**src/rtl/cbam_pkg.sv**
```systemverilog
`timescale 1ns / 1ps
// ----------------------------------------------------------------------------
// cbam_pkg
// Shared types and constants of the centred block-average mosaic.
// ----------------------------------------------------------------------------
package cbam_pkg;

  localparam int SUM_W  = 24;
  localparam int PIX_W  = 8;
  localparam int CNT_W  = 17;
  localparam int BLK_W  = 9;
  localparam int DIM_W  = 12;
  localparam int TCI_W  = 10;
  localparam int IDX_W  = 2;

  localparam logic [IDX_W-1:0] REG_BLOCK_SIZE   = 2'd0;
  localparam logic [IDX_W-1:0] REG_FRAME_WIDTH  = 2'd1;
  localparam logic [IDX_W-1:0] REG_FRAME_HEIGHT = 2'd2;

  localparam logic [BLK_W-1:0] RST_BLOCK_SIZE   = 9'd3;
  localparam logic [DIM_W-1:0] RST_FRAME_WIDTH  = 12'd640;
  localparam logic [DIM_W-1:0] RST_FRAME_HEIGHT = 12'd480;
  localparam logic [BLK_W-1:0] MIN_BLOCK        = 9'd3;

  typedef struct packed {
    logic [SUM_W-1:0] red;
    logic [SUM_W-1:0] green;
    logic [SUM_W-1:0] blue;
  } sums_t;

  typedef struct packed {
    logic [PIX_W-1:0] red;
    logic [PIX_W-1:0] green;
    logic [PIX_W-1:0] blue;
  } pix_t;

endpackage

```
**src/rtl/cbam_phase.sv**
```systemverilog
`timescale 1ns / 1ps
// ----------------------------------------------------------------------------
// cbam_phase
// Grid phase at column/line zero: -(n/2) mod b, one quotient bit a cycle.
// ----------------------------------------------------------------------------
module cbam_phase import cbam_pkg::*; #(
  parameter int WW   = 12,
  parameter int PH_W = 8
) (
  input  logic             clk,
  input  logic             rst,
  input  logic             go,
  input  logic [WW-1:0]    width,
  input  logic [WW-1:0]    height,
  input  logic [BLK_W-1:0] blk,
  output logic             done,
  output logic [PH_W-1:0]  col_phase,
  output logic [PH_W-1:0]  line_phase
);

  localparam int DW  = WW - 1;
  localparam int CW  = $clog2(DW + 1);

  logic          busy;
  logic [CW-1:0] cnt;
  logic [DW-1:0] wq, hq;
  logic [BLK_W-1:0] wrem, hrem;
  logic [BLK_W:0]   wsh, hsh;

  assign wsh = {wrem, wq[DW-1]};
  assign hsh = {hrem, hq[DW-1]};

  always_ff @(posedge clk) begin
    if (rst) begin
      busy <= 1'b0;
      done <= 1'b0;
      cnt  <= '0;
    end else begin
      done <= 1'b0;
      if (go) begin
        busy <= 1'b1;
        cnt  <= CW'(DW);
        wq   <= width[WW-1:1];
        hq   <= height[WW-1:1];
        wrem <= '0;
        hrem <= '0;
      end else if (busy) begin
        wq   <= {wq[DW-2:0], 1'b0};
        hq   <= {hq[DW-2:0], 1'b0};
        wrem <= (wsh >= {1'b0, blk}) ? BLK_W'(wsh - {1'b0, blk}) : wsh[BLK_W-1:0];
        hrem <= (hsh >= {1'b0, blk}) ? BLK_W'(hsh - {1'b0, blk}) : hsh[BLK_W-1:0];
        cnt  <= cnt - 1'b1;
        if (cnt == CW'(1)) begin
          busy <= 1'b0;
          done <= 1'b1;
        end
      end
    end
  end

  always_comb begin
    if (blk < MIN_BLOCK || wrem == '0) col_phase = '0;
    else col_phase = PH_W'(blk - wrem);
    if (blk < MIN_BLOCK || hrem == '0) line_phase = '0;
    else line_phase = PH_W'(blk - hrem);
  end

endmodule

```
**config.mk**
```make
export PLATFORM = sky130hd
export DESIGN_NAME = cbam_phase
export DESIGN_NICKNAME = d
export VERILOG_FILES = /design/src/rtl/cbam_pkg.sv /design/src/rtl/cbam_phase.sv
export SDC_FILE = /design/constraint.sdc
export NUM_CORES = 1
export LEC_CHECK = 0
export BUFFER_PORTS_ARGS = -buffer_cell sky130_fd_sc_hd__buf_2
export CORE_UTILIZATION = 45
export DETAILED_ROUTE_END_ITERATION = 8
export GPL_ROUTABILITY_DRIVEN = 1
export PLACE_DENSITY_LB_ADDON = 0.1
export SETUP_SLACK_MARGIN = 0.05
export SLEW_MARGIN = 20
export SYNTH_ARGS = -nofsm -noshare
export SYNTH_HDL_FRONTEND = slang
export SYNTH_SLANG_ARGS = --single-unit
```
**constraint.sdc**
```tcl
create_clock -name clk -period 3.6 [get_ports clk]
set_clock_uncertainty 0.2 [all_clocks]
set_input_delay 0.9 -clock clk [delete_from_list [all_inputs] [get_ports clk]]
set_output_delay 0.9 -clock clk [all_outputs]
set_load 0.01 [all_outputs]
```
==> flow_metrics.tcl <==
set metrics [dict create \
    dp_cells 524 \
    core-area_mm2 0.00781 \
    clock-sinks 46 \
    syn_nets 438 \
    clk_latency_ps 300 \
    clockBufferDepth 2 \
    vias 2893 \
    die_area_mm2 0.00849 \
    comb_power_share_pct 39.0 \
    num_rows 32 \
    ys_dominant_reg_cell "edfxtp_1" \
    drc 0 \
    synth_cells 364 \
    antenna_found_initial 0 \
    syn_area_per_cell_um2 10.0 \
    syn_area_mm2 0.00365 \
    setup_violations 2 \
    p_sw_share_pct 32.9 \
    synth_compound_area_share_pct 17.0 \
    async_flop_share_pct 0 \
    synthToLayoutAreaGrowth_pct 20.3 \
    synthMuxAreaShare_pct 9.17 \
    whs_ps 355 \
    cp-end-kind "output pin" \
    cts-htree-levels 2 \
    start_kind "primary input" \
    track_usage_pct 20.1 \
    fillers 693 \
    grt_pass1_vias 2877 \
    p_int_mw 1.17 \
    synth_top_family_by_area "compound AO/OA/AOI/OAI gates" \
    clkPwrFrac_pct 22.3 \
    yosys.area_share.simple_pct 14.0 \
    synth_edf_count 40 \
    cp_top_family "compound AO/OA/AOI/OAI gates" \
    dp_slack_ps -226 \
    overflow 0 \
    fin_crit_ps 3680 \
    grt_max_degree 34 \
    drt.antenna.violating_nets 0 \
    fmax_mhz 272 \
    cp_data_arrival_time_ps 2580 \
    synth.yosys.seq_area_share_pct 36.2 \
    slew_headroom_pct 62.7 \
    synth_fa_ha_area_share_pct 13.8 \
    power_density_mw_per_mm2 396 \
    ios 53 \
    rsz0062_at_grt "true" \
    dr.pass1.iters 4 \
    die-height_um 92.1 \
    p_leak_nw 1.89 \
    hp-class "flip-flop to flip-flop" \
    wl_per_cell_um 15.0 \
    start_util_pct 46.8 \
    required_ps 2500 \
    root_buffer "clkbuf_8" \
    ys_ff_latch 46 \
    finalNetCount 504 \
    failed_checks "negative setup slack" \
    crit_path_frequent_cell "a21o_1" \
    hold_buffers 0 \
    utilization_pct 56.3 \
    slew_violations 0 \
    routed_wl_mm 7.97 \
    instances_no_fill 533 \
    yosys_warnings 0 \
    synth.distinct_cells 54 \
    dp_hpwl_mm 6.12 \
    critical_path_class "primary input to output pin" \
    tightest_slew_ps 560 \
    cts_buffers 5 \
    p_sw_mw 0.574 \
    cpPeakStageDelay_ps 330 \
    seq_power_share_pct 38.8 \
    diodes 0 \
    gp_congestion 0.848 \
    fin_ws_ps -76.6 \
    post-route-period-util_pct 102 \
    path_clk_slew_ps 90 \
    finalHoldViolCount 0 \
    crit_chain "buf_8 > inv_8 > ha_4 > inv_2 > fa_2 > a21o_1 > a21o_1 > a2111oi_4 > a41oi_2 > a21oi_2 > buf_2" \
    crit_buf_inv 4 \
    status "finished with violations" \
    vdd_drop_max_v 0.000279 \
    path_max_fanout 3 \
    drt_iter0_drc 126 \
    port_buffers 50 \
    max_cap_viol_count 0 \
    tritoncts "built" \
    viasPerCell 5.43 \
    die_w_um 92.1 \
    grt_pass1_wl_mm 13.5 \
    critPathSlowestCell "fa_2" \
    drive_above_1_share_pct 28.8 \
    synthXorXnorAreaFrac_pct 4.55 \
]
-- power groups by stage --
stage               logic, mW  registers, mW  clock network, mW
floorplan               0.479          0.673                  0
global placement        0.638          0.687                  0
detailed placement      0.647          0.687                  0
CTS                     0.654          0.676              0.400
global route            0.756          0.682              0.423
finish                  0.679          0.675              0.388
-- worst register-to-register path, cell delays in order, from the launching register on --
cell and delay (ps):
edfxtp_1 480, ha_1 520, and3_1 240, a2bb2oi_1 100, a31oi_1 380, buf_4 260, mux2i_1 200, nor2_1 50
-- logic make-up (layout without fill, tap and decap cells) --
| family | Yosys count | count (layout) |
|---|---|---|
| adders and majority gates | 38 | 38 |
| and+or+nand+nor | 99 | 99 |
| muxes | 31 | 31 |
| DFF | 46 | 46 |
| AOI/OAI and AO/OA | 84 | 84 |
| xor gates and xnor gates | 19 | 19 |
| buffers and inverters | 47 | 114 |
-- per-stage QoR --
step	setup TNS, ps	total power [mW]	area, um^2
6_report	-138	1.74	4400
5_1_grt	-286	1.86	4400
4_1_cts	-252	1.73	4310
3_5_place_dp	-540	1.33	4180
3_3_place_gp	-482	1.32	4180
2_1_floorplan	0	1.15	3700
-- cells in the final DEF, fill, tap and decap left out, types with 4 or more instances in the layout --
master     n
nand3_1    6
a21o_1    12
nor3_1    11
a21oi_1   11
nor2b_1    4
nor4_1     6
mux2i_1   11
a31oi_1    6
nand2b_1   5
and3_1     5
mux2_2    20
edfxtp_1  40
xnor2_1   14
buf_4     18
o21a_1     8
a211oi_1   4
nand2_1   10
buf_2     48
ha_1      30
xor2_1     5
nor2_1    30
inv_1     34
dfxtp_1    6
clkbuf_8   5
o21ai_0    8
-- layout make-up --
cell class	count	area, um^2	share of cell area (%)
Inverter	37	146	3.33
Timing Repair Buffer	69	422	9.59
Clock inverter	2	37.5	0.854
Multi-Input combinational cell	271	2270	51.6
Sequential cell	46	1320	30.1
Clock buffer	6	72.6	1.65
Tap cell	102	128	2.90
-- repair_timing --
action / 4_1_cts / 5_1_grt
pin swaps: 7 / 8
setup endpoints to repair: 6 / 6
gates resized for setup: 8 / 16
setup buffers: 0 / 1
-- flip-flops by register name, indices dropped and copies added (netlist names) --
name and cells:
hrem 9, wq 11, done 1, wrem 9
hq 11, cnt 4, busy 1
-- synth_stat cells (all sizes together), types with 3 or more instances --
library cell  count  area share [%]
nor4              6             1.0
edfxtp           40              33
nor2b             5            0.86
mux2             20             6.2
nand3             6            0.82
and3              5            0.86
o41ai             4             1.4
nor4b             3            0.72
nor2             31             3.2
a211oi            7             2.1
ha               34              12
fa                4             2.2
o21a              8             1.6
mux2i            11             3.0
nand2            10             1.0
inv              37             3.8
clkbuf            6            0.62
a31oi             6             1.0
o211ai            3            0.62
and2              3            0.51
o21ai            12             1.6
a21oi            14             1.9
nand2b            5            0.86
nand4             3            0.51
a2111oi           3            0.72
dfxtp             6             3.3
nand3b            3            0.62
buf               4            0.79
xnor2            14             3.4
a21o             12             2.5
nor3             11             1.5
xor2              5             1.2
-- routing by layer --
metal	global-route usage [%]	wire length [um]	vias up
met5	0	0	-
met4	8.33	204	0
met3	3.07	254	14
met2	34.5	3790	57
met1	25.1	3730	1337
li1	-	-	1485
-- worst paths after layout --
check          start  depth (start not counted)             to  slack (ps)
min reg2reg    hq[6]                          1          hq[7]         350
max reg2reg  hrem[4]                          7        hrem[5]         920
max           blk[0]                         11  line_phase[6]         -80
min            hq[6]                          1          hq[7]         350
(Power assumes the default switching activity.)
