===== src/rtl/cbam_pkg.sv =====
`timescale 1ns / 1ps
// ----------------------------------------------------------------------------
// cbam_pkg
// Shared types and constants of the centred block-average mosaic.
// ----------------------------------------------------------------------------
package cbam_pkg;

  localparam int SUM_W  = 24;
  localparam int PIX_W  = 8;
  localparam int CNT_W  = 17;
  localparam int BLK_W  = 9;
  localparam int DIM_W  = 12;
  localparam int TCI_W  = 10;
  localparam int IDX_W  = 2;

  localparam logic [IDX_W-1:0] REG_BLOCK_SIZE   = 2'd0;
  localparam logic [IDX_W-1:0] REG_FRAME_WIDTH  = 2'd1;
  localparam logic [IDX_W-1:0] REG_FRAME_HEIGHT = 2'd2;

  localparam logic [BLK_W-1:0] RST_BLOCK_SIZE   = 9'd3;
  localparam logic [DIM_W-1:0] RST_FRAME_WIDTH  = 12'd640;
  localparam logic [DIM_W-1:0] RST_FRAME_HEIGHT = 12'd480;
  localparam logic [BLK_W-1:0] MIN_BLOCK        = 9'd3;

  typedef struct packed {
    logic [SUM_W-1:0] red;
    logic [SUM_W-1:0] green;
    logic [SUM_W-1:0] blue;
  } sums_t;

  typedef struct packed {
    logic [PIX_W-1:0] red;
    logic [PIX_W-1:0] green;
    logic [PIX_W-1:0] blue;
  } pix_t;

endpackage


===== src/rtl/cbam_div.sv =====
`timescale 1ns / 1ps
// ----------------------------------------------------------------------------
// cbam_div
// Three channel sums divided by the tile pixel count, one quotient bit a cycle.
// ----------------------------------------------------------------------------
module cbam_div import cbam_pkg::*; (
  input  logic             clk,
  input  logic             rst,
  input  logic             start,
  input  sums_t            sums,
  input  logic [CNT_W-1:0] count,
  output logic             done,
  output pix_t             avg
);

  localparam int RW = SUM_W + 1;

  logic       busy;
  logic [2:0] bitn;
  logic [CNT_W-1:0] n;
  logic [RW-1:0] rr, rg, rb, dsh;

  assign dsh = RW'({n, 7'b0}) >> (3'd7 - bitn);

  always_ff @(posedge clk) begin
    if (rst) begin
      busy <= 1'b0;
      done <= 1'b0;
      bitn <= '0;
    end else begin
      done <= 1'b0;
      if (start) begin
        busy <= 1'b1;
        bitn <= 3'd7;
        n    <= count;
        rr   <= RW'(sums.red);
        rg   <= RW'(sums.green);
        rb   <= RW'(sums.blue);
      end else if (busy) begin
        avg.red   <= {avg.red[PIX_W-2:0], rr >= dsh};
        avg.green <= {avg.green[PIX_W-2:0], rg >= dsh};
        avg.blue  <= {avg.blue[PIX_W-2:0], rb >= dsh};
        if (rr >= dsh) rr <= rr - dsh;
        if (rg >= dsh) rg <= rg - dsh;
        if (rb >= dsh) rb <= rb - dsh;
        bitn <= bitn - 1'b1;
        if (bitn == 3'd0) begin
          busy <= 1'b0;
          done <= 1'b1;
        end
      end
    end
  end

endmodule


===== config.mk =====
export PLATFORM = sky130hd
export DESIGN_NAME = cbam_div
export DESIGN_NICKNAME = d
export VERILOG_FILES = /design/src/rtl/cbam_pkg.sv /design/src/rtl/cbam_div.sv
export SDC_FILE = /design/constraint.sdc
export NUM_CORES = 1
export LEC_CHECK = 0
export ABC_AREA = 1
export BUFFER_PORTS_ARGS = -buffer_cell sky130_fd_sc_hd__buf_2
export CORE_ASPECT_RATIO = 1.2
export CORE_MARGIN = 10
export CORE_UTILIZATION = 40
export DETAILED_ROUTE_END_ITERATION = 8
export SYNTH_ARGS = -nofsm -noshare
export SYNTH_HDL_FRONTEND = slang
export SYNTH_SLANG_ARGS = --single-unit

===== constraint.sdc =====
create_clock -name clk -period 6.7 [get_ports clk]
set_input_delay 2.01 -clock clk [delete_from_list [all_inputs] [get_ports clk]]
set_output_delay 2.01 -clock clk [all_outputs]
set_load 0.05 [all_outputs]

==> results of run 1 <==
## through the flow
step	std cells	area, um^2	utilization [%]
after global routing	2154	12500	46.3
after floorplan	1681	10900	-
final	2155	12500	46.3
after detailed placement	2122	11900	44.1
after global placement	2122	11900	44.1
after CTS	2154	12500	46.3
## cells by family after synthesis
family | after synthesis | synth area share, %
and+or+nand+nor | 1051 | 41.1
buffers and inverters | 312 | 10.9
DFF | 121 | 32.9
AOI/OAI and AO/OA | 110 | 5.18
adders and majority gates | 77 | 9.06
xor gates and xnor gates | 9 | 0.725
muxes | 1 | 0.0920
## flip-flops by register name, summed over array words and instances, names as in the netlist
| name | flops |
|---|---|
| avg | 24 |
| rb | 25 |
| done | 1 |
| n | 17 |
| busy | 1 |
| bitn | 3 |
| rr | 25 |
| rg | 25 |
## path summary, 6_finish.rpt
check | startpoint | end
hold reg to reg | avg[1] | avg[2]
setup reg to reg | bitn[1] | rb[9]
hold / removal | avg[1] | avg[2]
setup / recovery | bitn[1] | rb[9]
## final cells by class
| class | count | area [um^2] |
|---|---|---|
| Inverter | 286 | 1070 |
| Fill cell | 2859 | 14500 |
| Timing Repair Buffer | 127 | 666 |
| Clock inverter | 8 | 121 |
| Multi-Input combinational cell | 1248 | 6110 |
| Tap cell | 340 | 425 |
| Sequential cell | 121 | 3580 |
| Clock buffer | 24 | 472 |
| Antenna cell | 1 | 2.50 |
## layout by cell type (no fill, tap or decap), drive strengths merged
| cell type | count |
|---|---|
| inv | 285 |
| o21a | 3 |
| edfxtp | 116 |
| diode | 1 |
| xnor2 | 8 |
| mux2i | 1 |
| nor3 | 10 |
| clkinvlp | 3 |
| a31oi | 2 |
| xor2 | 1 |
| dfxtp | 5 |
| or2 | 16 |
| clkinv | 3 |
| nand3b | 17 |
| nand4 | 17 |
| fa | 3 |
| and3 | 3 |
| o21ai | 55 |
| clkbuf | 24 |
| a21oi | 49 |
| o21bai | 1 |
| bufinv | 3 |
| nand2 | 735 |
| and2 | 3 |
| nor4 | 1 |
| nand3 | 135 |
| ha | 74 |
| buf | 127 |
| nor2 | 114 |
## per-layer routing
layer | up-vias | global-route usage, % | share of wire (%)
li1 | 5541 | - | -
met1 | 4821 | 25.4 | 46
met2 | 291 | 32.0 | 46
met3 | 60 | 2.83 | 4.9
met4 | 0 | 9.01 | 3.8
met5 | - | 0 | 0
## power by group
group	switching (mW)	total, mW	leakage [nW]	internal, mW
registers	0.0421	0.990	1.14	0.948
clock network	0.357	0.960	0.278	0.603
logic	1.13	1.68	5.12	0.556
total	1.53	3.63	6.54	2.11
==> out/results.ini, run 1 <==
[clocking]
clock_sink_count = 121
hold_buffers = 0
cts_tree = built
cts_root_buf = clkbuf_16
cts.clk_slew.worst_paths_ns = 0.06
clock_path_buffers = 2
post_cts_buffers = 0
clk_latency_ns = 0.43
cts_resized = 0
htreeDepth = 4
tritoncts.num_buffers = 17

[worst_setup_path]
worst-path-stages = 14
r2r_cells = 14
path_class = reg2reg
path_cells = clkinv_1 -> a21oi_1 -> a31oi_1 -> o21ai_0 -> ha_1 -> nand2_2 -> nor2_1 -> inv_1 -> nor3_1 -> nand2_1 -> nand3_2 -> nand2_1 -> nand2_1 -> buf_4
critPathLaunchType = register
arrival_ns = 4.28
cp_top_family = compound AO/OA/AOI/OAI gates
cpMaxStageDelayCell = o21ai_0
reg2reg_slack_ns = 2.51
crit_fanout = 29
cpPeakStageDelay_ns = 0.84
crit_path_end_kind = register
cp_common_cell = nand2_1
critPathBufInv = 3
critPathRequiredTime_ns = 6.79

[yosys]
syn-cell-area_um2 = 10900
yosysTopAreaCell = edfxtp_1
synth_most_common_cell = nand2_1
ys_seq_elements = 121
synth.top_cells.by_count = nand2_1, inv_1, nand3_1
yosysTopAreaCellShare_pct = 32.0
ys_warn_count = 0
synth_flop_cell = edfxtp_1
yosysSeqAreaShare_pct = 32.9
ys_async_sr_fraction_pct = 0
synth_edf_count = 116
synth.distinct_cells = 36
syn_inst = 1681
ys_top_cells_by_area = edfxtp_1, nand2_1, inv_1
synth_fp_nets = 1850
avgSynthCellArea_um2 = 6.47

[die]
fp.dieH_um = 201
die_w_um = 171
core-area_um2 = 26900
start_util_pct = 40.4
die_area_um2 = 34200
pin_count = 117
row_count = 66

[power]
p_leak_nw = 6.54
total_power_mw = 3.63
ir_worst_vdd_mv = 0.144
p_per_area_nw_per_um2 = 292

[timing]
post-route-min-period_ns = 4.19
fmax_ghz = 0.239
skew_ns = 0.00956
worst_slack_ns = 2.51
final-setup-viol-count = 0
hold_violations = 0
rsz0062_at_grt = false
whs_ns = 0.445
setup-tns-final_ns = 0
worstMarginPinSlew_ns = 1.04
maxSlewViolCount = 0
relSlewSlack_pct = 30.1
post-route-period-util_pct = 62.5

[route]
ant_nets = 0
num_vias = 10700
wire_per_inst_um = 15.8
drt_iter0_drc = 783
drt-total-wl_mm = 34.0
drt_pass1_iterations = 5
via_per_inst = 4.97
drc = 0

[hold_path]
hold_path_depth = 0
hold_path_class = reg2reg

[status]
status = finished clean

[global_route]
grt_max_degree = 61
antenna_found_initial = 1
grt_pass1_wl_mm = 53.1
grt_util_all_layers_pct = 19.8
overflow = 0
grt_pass1_vias = 10400

[placement]
pre_cts_ws_ns = 2.57
portBuffers = 116
place_hpwl_mm = 26.5
place_congestion = 0.984

[layout]
drive_gt1_share_pct = 12.5
area_delta_synth_final_pct = 14.5
nets = 1970

[run]
maxCapViolations = 0

(Power assumes the default switching activity.)
==> run 2: changes to the inputs <==
--- a/config.mk
+++ b/config.mk
@@ -5,7 +5,7 @@
 export SDC_FILE = /design/constraint.sdc
 export NUM_CORES = 1
 export LEC_CHECK = 0
-export ABC_AREA = 1
+export ABC_AREA = 0
 export BUFFER_PORTS_ARGS = -buffer_cell sky130_fd_sc_hd__buf_2
 export CORE_ASPECT_RATIO = 1.2
 export CORE_MARGIN = 10
==> constraint.sdc (replaced) <==
create_clock -name clk -period 3.4 [get_ports clk]
set_input_delay 1.02 -clock clk [delete_from_list [all_inputs] [get_ports clk]]
set_output_delay 1.02 -clock clk [all_outputs]
set_load 0.05 [all_outputs]
==> out/results.ini, run 2 <==
[hold_path]
hp-start = avg[8]
hold_path_class = reg2reg
hold-path-endpoint = avg[9]
hold_path_depth = 0  ; unchanged

[die]
die_area_um2 = 29200  ; -15%
die_w_um = 158  ; -7.6%
fp.dieH_um = 185  ; -7.7%
start_util_pct = 40.6  ; +0.21 points
row_count = 60  ; -9.1%
core-area_um2 = 22400  ; -17%
pin_count = 117  ; unchanged

[layout]
drive_gt1_share_pct = 47.2  ; +35 points
reg_top3 = rb (25), rg (25), rr (25)
mostFrequentLayoutCells = buf_4, edfxtp_1, nand2_1, buf_2, o21ai_0
final_cell_area_um2 = 14300  ; +15%
final_common_cell = buf_4
num_antenna_cells = 0  ; -1
nets = 1529  ; -22%
area_delta_synth_final_pct = 57.7

[timing]
final-setup-viol-count = 65  ; +65
worstMarginPinSlew_ns = 0.684  ; -0.357 ns
rsz0062_at_grt = true
post-route-min-period_ns = 3.49  ; -0.695 ns
skew_ns = 0.0108  ; +0.00122 ns
relSlewSlack_pct = 54.3  ; +24 points
fmax_ghz = 0.286  ; +20%
maxSlewViolCount = 0  ; unchanged
worst_slack_ns = -0.0942  ; -2.60 ns
post-route-period-util_pct = 103  ; +40 points
hold_violations = 0  ; unchanged
whs_ns = 0.443  ; -0.00229 ns

[worst_setup_path]
path_class = reg2reg
cpMaxStageDelayCell = or4_4
crit_path_end_kind = register
critPathLaunchType = register
crit_fanout = 7  ; -76%
reg2reg_slack_ns = -0.09  ; -2.60 ns
cpPeakStageDelay_ns = 0.49  ; -0.35 ns
cp_top_family = compound AO/OA/AOI/OAI gates
critPathRequiredTime_ns = 3.60  ; -3.19 ns
arrival_ns = 3.69  ; -0.59 ns
r2r_cells = 14  ; unchanged
path_cells = buf_6 -> mux4_2 -> a22oi_1 -> buf_4 -> ha_4 -> a21oi_4 -> o21ai_2 -> a211oi_2 -> nor2_1 -> or4_4 -> a21oi_4 -> o21ai_4 -> buf_12 -> buf_12
timing.rr.end = rb[2]
r2r_start = n[11]
critPathBufInv = 4  ; +1

[clocking]
htreeDepth = 4  ; unchanged
clk_latency_ns = 0.44  ; about the same
clock_path_buffers = 2  ; unchanged
cts.clk_slew.worst_paths_ns = 0.06  ; about the same
cts_root_buf = clkbuf_16
tritoncts.num_buffers = 17  ; unchanged
cts_tree = built
clock_sink_count = 121  ; unchanged

[power]
pwr-share-comb_pct = 57.9  ; +12 points
clockPowerShare_pct = 20.0  ; -6.4 points
ir_worst_vdd_mv = 0.386  ; +170%
p_leak_nw = 5.89  ; -10%
p_per_area_nw_per_um2 = 642  ; +120%
p_sw_share_pct = 38.2  ; -3.8 points
p_sw_mw = 3.51  ; +130%
total_power_mw = 9.19  ; +150%
seqPwrFrac_pct = 22.1  ; -5.1 points
internal-power_mw = 5.68  ; +170%

[global_route]
grt_pass1_vias = 9187  ; -11%
grt_util_all_layers_pct = 21.5  ; +1.7 points
grt_max_degree = 125  ; +100%
overflow = 0  ; unchanged
grt_pass1_wl_mm = 48.7  ; -8.4%
antenna_found_initial = 0  ; -1

[route]
drt_iter0_drc = 600  ; -23%
drt-total-wl_mm = 33.2  ; -2.3%
via_per_inst = 5.58  ; +12%
drt_pass1_iterations = 5  ; unchanged
num_vias = 9212  ; -14%
wire_per_inst_um = 20.1  ; +27%
drc = 0  ; unchanged
ant_nets = 0  ; unchanged

[placement]
place_congestion = 0.975  ; -0.91%
dpl_cell_area_um2 = 11900  ; +0.12%
pre_cts_ws_ns = -0.437  ; -3.01 ns
portBuffers = 116  ; unchanged
place_hpwl_mm = 24.1  ; -9.2%

[yosys]
yosysSeqAreaShare_pct = 39.4  ; +6.5 points
syn-cell-area_um2 = 9080  ; -16%
yosysTopAreaCell = edfxtp_1
synth_fp_nets = 1128  ; -39%
syn_inst = 959  ; -43%
ys_warn_count = 0  ; unchanged
avgSynthCellArea_um2 = 9.47  ; +46%
synth_most_common_cell = nand2_1
yosysTopAreaCellShare_pct = 38.3  ; +6.3 points
ys_async_sr_fraction_pct = 0  ; unchanged
ys_top_cells_by_area = edfxtp_1, ha_1, nand2_1
synth.distinct_cells = 73  ; +100%
synth.top_cells.by_count = nand2_1, edfxtp_1, o21ai_0
ys_seq_elements = 121  ; unchanged
synth_edf_count = 116  ; unchanged
synth_flop_cell = edfxtp_1

[status]
violations = negative setup slack
status = complete, but fails checks

[run]
maxCapViolations = 0  ; unchanged

-- run 2: changes by cell type after synthesis, sizes merged, moves of 15 or more --
cell	change
a21o	+27
xor2	+32
mux2i	+20
inv	-257
or2	-15
nand2b	+15
nor2	-63
xnor2	+20
nand2	-607
nand3b	-16
o21ai	+65
nand3	-123
a21oi	+41
-- run 2: repair_timing --
action / in CTS / in global routing
gates resized for setup: 88 / 151
gates cloned: 4 / 2
buffers inserted: 30 / 29
pin swaps: 23 / 70
hold buffers: 0 / 0
endpoints found under the setup margin: 98 / 106
-- run 2: worst max-delay path by stage --
stage / cells after the start / to / from
floorplan: 12 / rg[0] / bitn[0]
global placement: 13 / rg[3] / bitn[1]
detailed placement: 13 / rg[5] / bitn[1]
CTS: 14 / rb[20] / bitn[0]
global route: 15 / rg[22] / bitn[0]
finish: 14 / rb[2] / n[11]
-- run 2: stage by stage --
stage	setup TNS (ns)	cells	util (%)
floorplan	0	959	-
global placement	-21.34	1564	53.1
detailed placement	-25.40	1564	53.1
CTS	-1.06	1627	59.4
global route	-9.79	1652	64.0
finish	-3.49	1652	64.0
-- run 2: power by group through the flow --
stage | Clock [mW] | Combinational [mW] | Sequential [mW]
detailed placement | 0 | 4.15 | 2.02
floorplan | 0 | 2.31 | 2.00
finish | 1.83 | 5.32 | 2.03
global placement | 0 | 4.13 | 2.02
global route | 1.93 | 5.72 | 2.05
CTS | 1.86 | 4.55 | 2.01
-- run 2: metal layers --
layer,GRT usage [%],part of all wire [%],vias to the layer above
met3,4.15,5.9,101
met2,37.6,50,317
met4,7.75,4.0,0
met1,25.5,40,4380
li1,-,-,4414
met5,0,0,-
-- run 2: kinds of logic (layout without fill, tap and decap cells) --
group                    after synthesis  in the layout  synth area share [%]
XOR/XNOR                              61             61                  5.88
buffers and inverters                 68            481                  2.96
adder cells (fa/ha/maj)               77             77                  10.9
AND/OR/NAND/NOR                      287            287                  14.7
multiplexers                          35             35                  5.33
flip-flops                           121            121                  39.4
AO/OA/AOI/OAI                        310            311                  20.8
-- run 2: worst register-to-register path, stage by stage, from the launching register on --
cell      delay [ns]
edfxtp_1        0.43
buf_6           0.15
mux4_2          0.48
a22oi_1         0.20
buf_4           0.17
ha_4            0.21
a21oi_4         0.16
o21ai_2         0.08
a211oi_2        0.21
nor2_1          0.08
or4_4           0.49
a21oi_4         0.19
o21ai_4         0.08
buf_12          0.18
buf_12          0.14
-- run 2: final cells by class --
type                    count  area (um^2)
repair buffers            422         3250
well taps                 279          349
inverters                  27          105
multi-input cells         771         6440
clock buffers              17          425
clock inverters            15          160
fillers                  1758         8050
flip-flops and latches    121         3590
